File: config.mk
export PLATFORM = sky130hd
export DESIGN_NAME = ebb_ctrl
export DESIGN_NICKNAME = d
export VERILOG_FILES = /design/src/hw/rtl/ebb_pkg.sv /design/src/hw/rtl/ebb_ctrl.sv
export SDC_FILE = /design/constraint.sdc
export NUM_CORES = 1
export LEC_CHECK = 0
export BUFFER_PORTS_ARGS = -buffer_cell sky130_fd_sc_hd__buf_4
export CAP_MARGIN = 30
export CORE_AREA = 5 5 42 44
export CTS_BUF_LIST = sky130_fd_sc_hd__clkbuf_4
export DETAILED_ROUTE_END_ITERATION = 16
export DIE_AREA = 0 0 47 49
export PLACE_DENSITY_LB_ADDON = 0.08
export SETUP_SLACK_MARGIN = 0.5
export SLEW_MARGIN = 20
export SYNTH_ARGS = -nofsm -noshare
export SYNTH_HDL_FRONTEND = slang
export SYNTH_SLANG_ARGS = --single-unit
File: constraint.sdc
create_clock -name clk -period 1.3 [get_ports clk]
set_input_delay 0.39 -clock clk [delete_from_list [all_inputs] [get_ports clk]]
set_output_delay 0.39 -clock clk [all_outputs]
set_load 0.02 [all_outputs]
File: src/hw/rtl/ebb_pkg.sv
package ebb_pkg;

  localparam logic [2:0] CMD_PUT_POS = 3'd0;
  localparam logic [2:0] CMD_GET_POS = 3'd1;
  localparam logic [2:0] CMD_PUT_OFF = 3'd2;
  localparam logic [2:0] CMD_FLIP    = 3'd3;
  localparam logic [2:0] CMD_CLEAR   = 3'd4;

  localparam int unsigned FIELD_W  = 13;
  localparam int unsigned OFFSET_W = 12;
  localparam int unsigned VALUE_W  = 64;
  localparam int unsigned CFG_W    = 13;
  localparam logic [CFG_W-1:0] CAP_RESET = 13'd4096;

  localparam logic [0:0] REG_BIG_ENDIAN = 1'b0;
  localparam logic [0:0] REG_CAPACITY   = 1'b1;

  typedef struct packed {
    logic load;
    logic step;
    logic finish;
  } ebb_cmd_t;

  typedef struct packed {
    logic access;
    logic ok;
    logic last;
  } ebb_stat_t;

  function automatic logic [3:0] nbytes_f(input logic [1:0] size_code);
    logic [3:0] n;
    n = 4'd1 << size_code;
    return n;
  endfunction

endpackage

File: src/hw/rtl/ebb_ctrl.sv
module ebb_ctrl (
  input  logic               clk,
  input  logic               rst_n,
  input  logic               in_valid,
  output logic               in_stall,
  output logic               out_valid,
  input  logic               out_stall,
  input  ebb_pkg::ebb_stat_t stat,
  output ebb_pkg::ebb_cmd_t  cmd
);
  import ebb_pkg::*;

  localparam logic [2:0] S_IDLE   = 3'd0;
  localparam logic [2:0] S_CHECK  = 3'd1;
  localparam logic [2:0] S_XFER   = 3'd2;
  localparam logic [2:0] S_DRAIN  = 3'd3;
  localparam logic [2:0] S_FINISH = 3'd4;

  logic [2:0] state_r, state_nxt;
  logic       out_valid_r, out_valid_nxt;

  assign in_stall  = (state_r != S_IDLE);
  assign out_valid = out_valid_r;

  always_comb begin
    state_nxt  = state_r;
    cmd        = '0;
    unique case (state_r)
      S_IDLE: begin
        if (in_valid) begin
          cmd.load  = 1'b1;
          state_nxt = S_CHECK;
        end
      end
      S_CHECK: begin
        if (stat.access && stat.ok) state_nxt = S_XFER;
        else                        state_nxt = S_FINISH;
      end
      S_XFER: begin
        cmd.step = 1'b1;
        if (stat.last) state_nxt = S_DRAIN;
      end
      S_DRAIN: begin
        state_nxt = S_FINISH;
      end
      S_FINISH: begin
        if (!out_valid_r || !out_stall) begin
          cmd.finish = 1'b1;
          state_nxt  = S_IDLE;
        end
      end
      default: begin
        state_nxt = S_IDLE;
      end
    endcase
  end

  always_comb begin
    if (cmd.finish)    out_valid_nxt = 1'b1;
    else if (out_stall) out_valid_nxt = out_valid_r;
    else               out_valid_nxt = 1'b0;
  end

  always_ff @(posedge clk) begin
    if (!rst_n) begin
      state_r     <= S_IDLE;
      out_valid_r <= 1'b0;
    end else begin
      state_r     <= state_nxt;
      out_valid_r <= out_valid_nxt;
    end
  end

endmodule

==> flow_summary.ini, run 1 <==
[floorplanning]
rows = 14
initial_core_util_pct = 15.2
dieArea_mm2 = 0.00230
fp.dieH_um = 49
pin_count = 12
core_mm2 = 0.00140
fp.dieW_um = 47

[critical_path]
cp_slowest_cell = or3b_4
cp_data_arrival_time_ps = 1220
crit_required_ps = 910
cpPeakStageDelay_ps = 390
path_cells = or3b_4, a21oi_2, buf_4
endpoint_kind = primary output
path_max_fanout = 4
path_class = flop to primary output
path_buf_inv = 1
cp_top_family = simple AND/OR/NAND/NOR gates
crit_path_start_kind = flop

[power_and_ir_drop]
p_per_area_mw_per_mm2 = 859
vdd_drop_max_v = 0.000326
p_leak_nw = 0.199
power_mw = 0.409

[cells_and_area]
layout-drive-gt1-share_pct = 81.8
final_cells = 60
area_growth_pct = 124
antenna_cells = 0
num-fill-cells = 158
fin_nets = 53
multi_input_area_um2 = 173
design_area_um2 = 475
fin_util_pct = 33.9
seqCellArea_um2 = 87.6

[route]
drcViolationCount = 0
wl_per_cell_um = 12.2
routed_via_density = 4.23
drt_iter0_markers = 3
first_pass_iters = 2
via_count = 254
postRouteAntennaNets = 0
wl_um = 732

[timing]
hold_violations = 0
fin_skew_ps = 1.29
hold_slack_ps = 419
tns_ps = -1020
period_needed_ps = 1610
min_period_over_period_pct = 124
max_slew_margin_pct = 88.8
worstMarginPinSlew_ps = 164
finalSetupViolCount = 4
rsz0062_at_grt = true
fmax_ghz = 0.621
drv_slew = 0
fin_ws_ps = -311

[logic_synthesis]
synth_top_cells_by_count = 4 x dfxtp_1, 2 x a21oi_1, 2 x nand2b_1
synth_mux_area_share_pct = 4.71
synth_warnings = 0
synth_edf_count = 0
synth_most_common_cell = dfxtp_1
syn-num-nets = 30
synth_cell_types = 18
synth_xor_area_share_pct = 0
yosysSeqAreaShare_pct = 37.6
yosys.area.top_type_share_pct = 37.6
synth_top_family_by_area = simple AND/OR/NAND/NOR gates
synth-simple-area-share_pct = 39.4
synth_largest_area_cell = dfxtp_1
synth_cells = 23
netlist_top_cells_area = dfxtp_1 38%, nand2b_1 5.9%, a21boi_2 5.3%, or3b_4 5.3%, a21oi_1 4.7%
ys_ff_latch = 4
synth_area_per_cell_um2 = 9.25
netlist_area_um2 = 213
synthAdderAreaFrac_pct = 0
synth_compound_area_share_pct = 12.9
synthFlopType = dfxtp_1
synthArstFlopShare_pct = 0

[flow_run]
drv_cap = 0

[cts]
clkSlewWorstSetupHoldPaths_ps = 40
htree_levels = 1
cts_tree = built
root_buffer = clkbuf_4
cts_hold_buffers = 0
clock_latency_ps = 240
clock_path_buffers = 2
clock-sinks = 4
cts_buffers = 3

[global_routing]
gr-total-overflow = 0
grt_use_total_pct = 7.05
grt_pass1_vias = 270
grt_pass1_wl_um = 1130
antenna_found_initial = 0
grt_max_degree = 6

[placed_design]
dp_cells = 54
port_buffers = 11
place_ws_ps = -47.5
placed_area_um2 = 367
place_congestion = 0.631

[run_status]
status = finished, violations left
violations = negative setup slack

[hold_path]
hp-class = primary input to flop
## worst paths after layout
path	from	endpoint	slack [ps]	depth (start not counted)
setup / recovery	state_r[2]$_SDFFE_PN0P_	cmd[0]	-310	3
hold / removal	rst_n	state_r[1]$_SDFFE_PN0P_	420	3
setup reg to reg	state_r[2]$_SDFFE_PN0P_	out_valid$_SDFFE_PN0P_	30	5
hold reg to reg	out_valid$_SDFFE_PN0P_	out_valid$_SDFFE_PN0P_	510	2
## what timing repair did
item	in CTS	in global routing
endpoints found under the setup margin	9	9
buffers inserted	2	1
pin swaps	2	2
resized for setup	10	4
## final cells by class
type	count	share of cell area, %
flip-flops and latches	4	18.4
clock buffers	3	4.74
repair buffers	19	35.5
multi-input cells	17	36.3
inverters	1	0.789
well taps	16	4.21
## where the power goes
part / switching (mW) / leakage (nW) / internal, mW
Combinational: 0.0488 / 0.150 / 0.0678
Clock: 0.0538 / 0.0138 / 0.103
Sequential: 0.00611 / 0.0347 / 0.129
## metal layers
metal / track usage (%) / up-vias / part of all wire (%)
li1: - / 127 / -
met3: 2.58 / 0 / 8.7
met1: 8.59 / 119 / 44
met5: 0 / - / 0
met2: 9.50 / 8 / 47
met4: 5.53 / 0 / 0
## layout by cell type (no fill, tap or decap), types with 2 or more instances in the layout
master / count
buf_4: 12
buf_6: 7
clkbuf_4: 3
dfxtp_2: 3
a21oi_2: 2
## registers in the layout, indices dropped and copies added (netlist names)
signal,cells
out_valid,1
state_r,3
## tightest hold or removal path: stages
cell      delay (ps)
buf_4            140
nand2b_4          60
a21oi_2           30
## kinds of logic (layout without fill, tap and decap cells)
logic type	count (synthesis)	count (layout)
AND/OR/NAND/NOR	12	12
multiplexers	1	1
flip-flops	4	4
AO/OA/AOI/OAI	4	4
buffers and inverters	2	23
Power figures use the tool's default switching activity.
==> run 2, diff against run 1 <==
==> constraint.sdc (replaced) <==
create_clock -name clk -period 1.3 [get_ports clk]
set_input_delay 0.39 -clock clk [delete_from_list [all_inputs] [get_ports clk]]
set_output_delay 0.39 -clock clk [all_outputs]
set_load 0.05 [all_outputs]
==> run 2 against run 1 <==
The run still ends with negative setup slack left. Die area did not move. Register-to-register slack improved by 90 ps. Flip-flop and latch count did not move. Highest routed layer is now met4.
==> flow_summary.ini, run 2 (same netlist as run 1, synthesis figures left out) <==
[run_status]
status = finished, violations left
violations = negative setup slack

[global_routing]
grt_pass1_vias = 265
gr-total-overflow = 0
grt_max_degree = 6
grt_use_total_pct = 8.10
grt_pass1_wl_um = 1240
antenna_found_initial = 0

[flow_run]
drv_cap = 0

[timing]
worstMarginPinSlew_ps = 284
finalSetupViolCount = 4
min_period_over_period_pct = 130
fin_ws_ps = -388
max_slew_margin_pct = 80.5
fmax_ghz = 0.592
rsz0062_at_grt = true
drv_slew = 0
period_needed_ps = 1690
fin_skew_ps = 8.98
hold_violations = 0

[critical_path]
crit_required_ps = 910
endpoint_kind = primary output
reg2reg_from = state_r[2]$_SDFFE_PN0P_
path_max_fanout = 4
path_class = flop to primary output
cp-startpoint = state_r[2]$_SDFFE_PN0P_
crit_path_start_kind = flop
cp_data_arrival_time_ps = 1300

[cells_and_area]
layout_commonest_cell = buf_4
largest_register = state_r
layout-drive-gt1-share_pct = 78.3
area_growth_pct = 139
fin_util_pct = 36.3
antenna_cells = 0
fin_nets = 54
num-fill-cells = 145
design_area_um2 = 509
layout_common_cells = 10 x buf_4, 9 x buf_6, 4 x clkbuf_4, 3 x dfxtp_4, 2 x nand2b_1
final_cells = 62
largest_register_ff_count = 3

[floorplanning]
core_mm2 = 0.00140
dieArea_mm2 = 0.00230
fp.dieH_um = 49
initial_core_util_pct = 15.2
pin_count = 12
fp.dieW_um = 47
rows = 14

[placed_design]
place_congestion = 0.636
dp_cells = 53
placed_area_um2 = 365
dp_hpwl_um = 429
port_buffers = 11

[route]
drt_iter0_markers = 1
m1WireLength_um = 270
dr.max_layer_used = met4
met3RoutedLength_um = 49
met2_length_um = 458
wl_um = 789
first_pass_iters = 2
via_count = 260
wl_per_cell_um = 12.7
routed_via_density = 4.19
postRouteAntennaNets = 0
drcViolationCount = 0

[power_and_ir_drop]
p_leak_nw = 0.218
vdd_drop_max_v = 0.000323
p_per_area_mw_per_mm2 = 933

[cts]
clock_latency_ps = 240
cts_hold_buffers = 0
clock_path_buffers = 2
cts_buffers = 3
clkSlewWorstSetupHoldPaths_ps = 50
cts_tree = built
root_buffer = clkbuf_4
clock-sinks = 4
htree_levels = 1

[hold_path]
hp-class = primary input to flop
worstHoldStart = rst_n
==> run 2: power by group <==
part | total [mW] | internal (mW) | switching [mW]
Sequential | 0.133 | 0.126 | 0.00711
Clock | 0.198 | 0.137 | 0.0610
Combinational | 0.145 | 0.0723 | 0.0727
==> run 2: what timing repair did <==
item,in CTS,in global routing
pin swaps,5,2
gates resized for setup,11,7
buffers inserted,3,2
setup endpoints to repair,8,9
==> run 2: path summary, 6_finish.rpt <==
path	to	slack [ps]	cells after the start
setup / recovery	cmd[1]	-390	5
hold / removal	state_r[1]$_SDFFE_PN0P_	430	3
setup reg to reg	out_valid$_SDFFE_PN0P_	120	4
hold reg to reg	out_valid$_SDFFE_PN0P_	520	2
==> run 2: per-layer routing <==
layer | up-vias | global-route usage, %
met5 | - | 0
met2 | 6 | 12.0
met3 | 2 | 5.90
met4 | 0 | 4.15
li1 | 131 | -
met1 | 121 | 8.13
==> run 2: critical path, cell delays in order, from the launching register on <==
cell	delay, ps
dfxtp_4	350
buf_4	130
buf_6	100
buf_6	110
nor3b_2	180
buf_6	180
==> run 2: cell type report <==
class | count | area (um2) | area share, %
inverter | 1 | 3.75 | 0.737
tap | 16 | 20.0 | 3.93
clock buffer | 4 | 30.0 | 5.90
sequential | 4 | 92.6 | 18.2
timing repair buffer | 20 | 191 | 37.6
multi-input combinational | 17 | 171 | 33.7
==> run 2: through the flow <==
stage | hold WS, ps | TNS (ps) | setup WS (ps) | power [mW]
final | 426 | -1310 | -388 | 0.475
after global routing | 429 | -1470 | -449 | 0.499
after CTS | 425 | -1170 | -375 | 0.466
after detailed placement | 490 | -252 | -145 | 0.247
after global placement | 485 | -281 | -145 | 0.249
after floorplan | 435 | -493 | -215 | 0.205
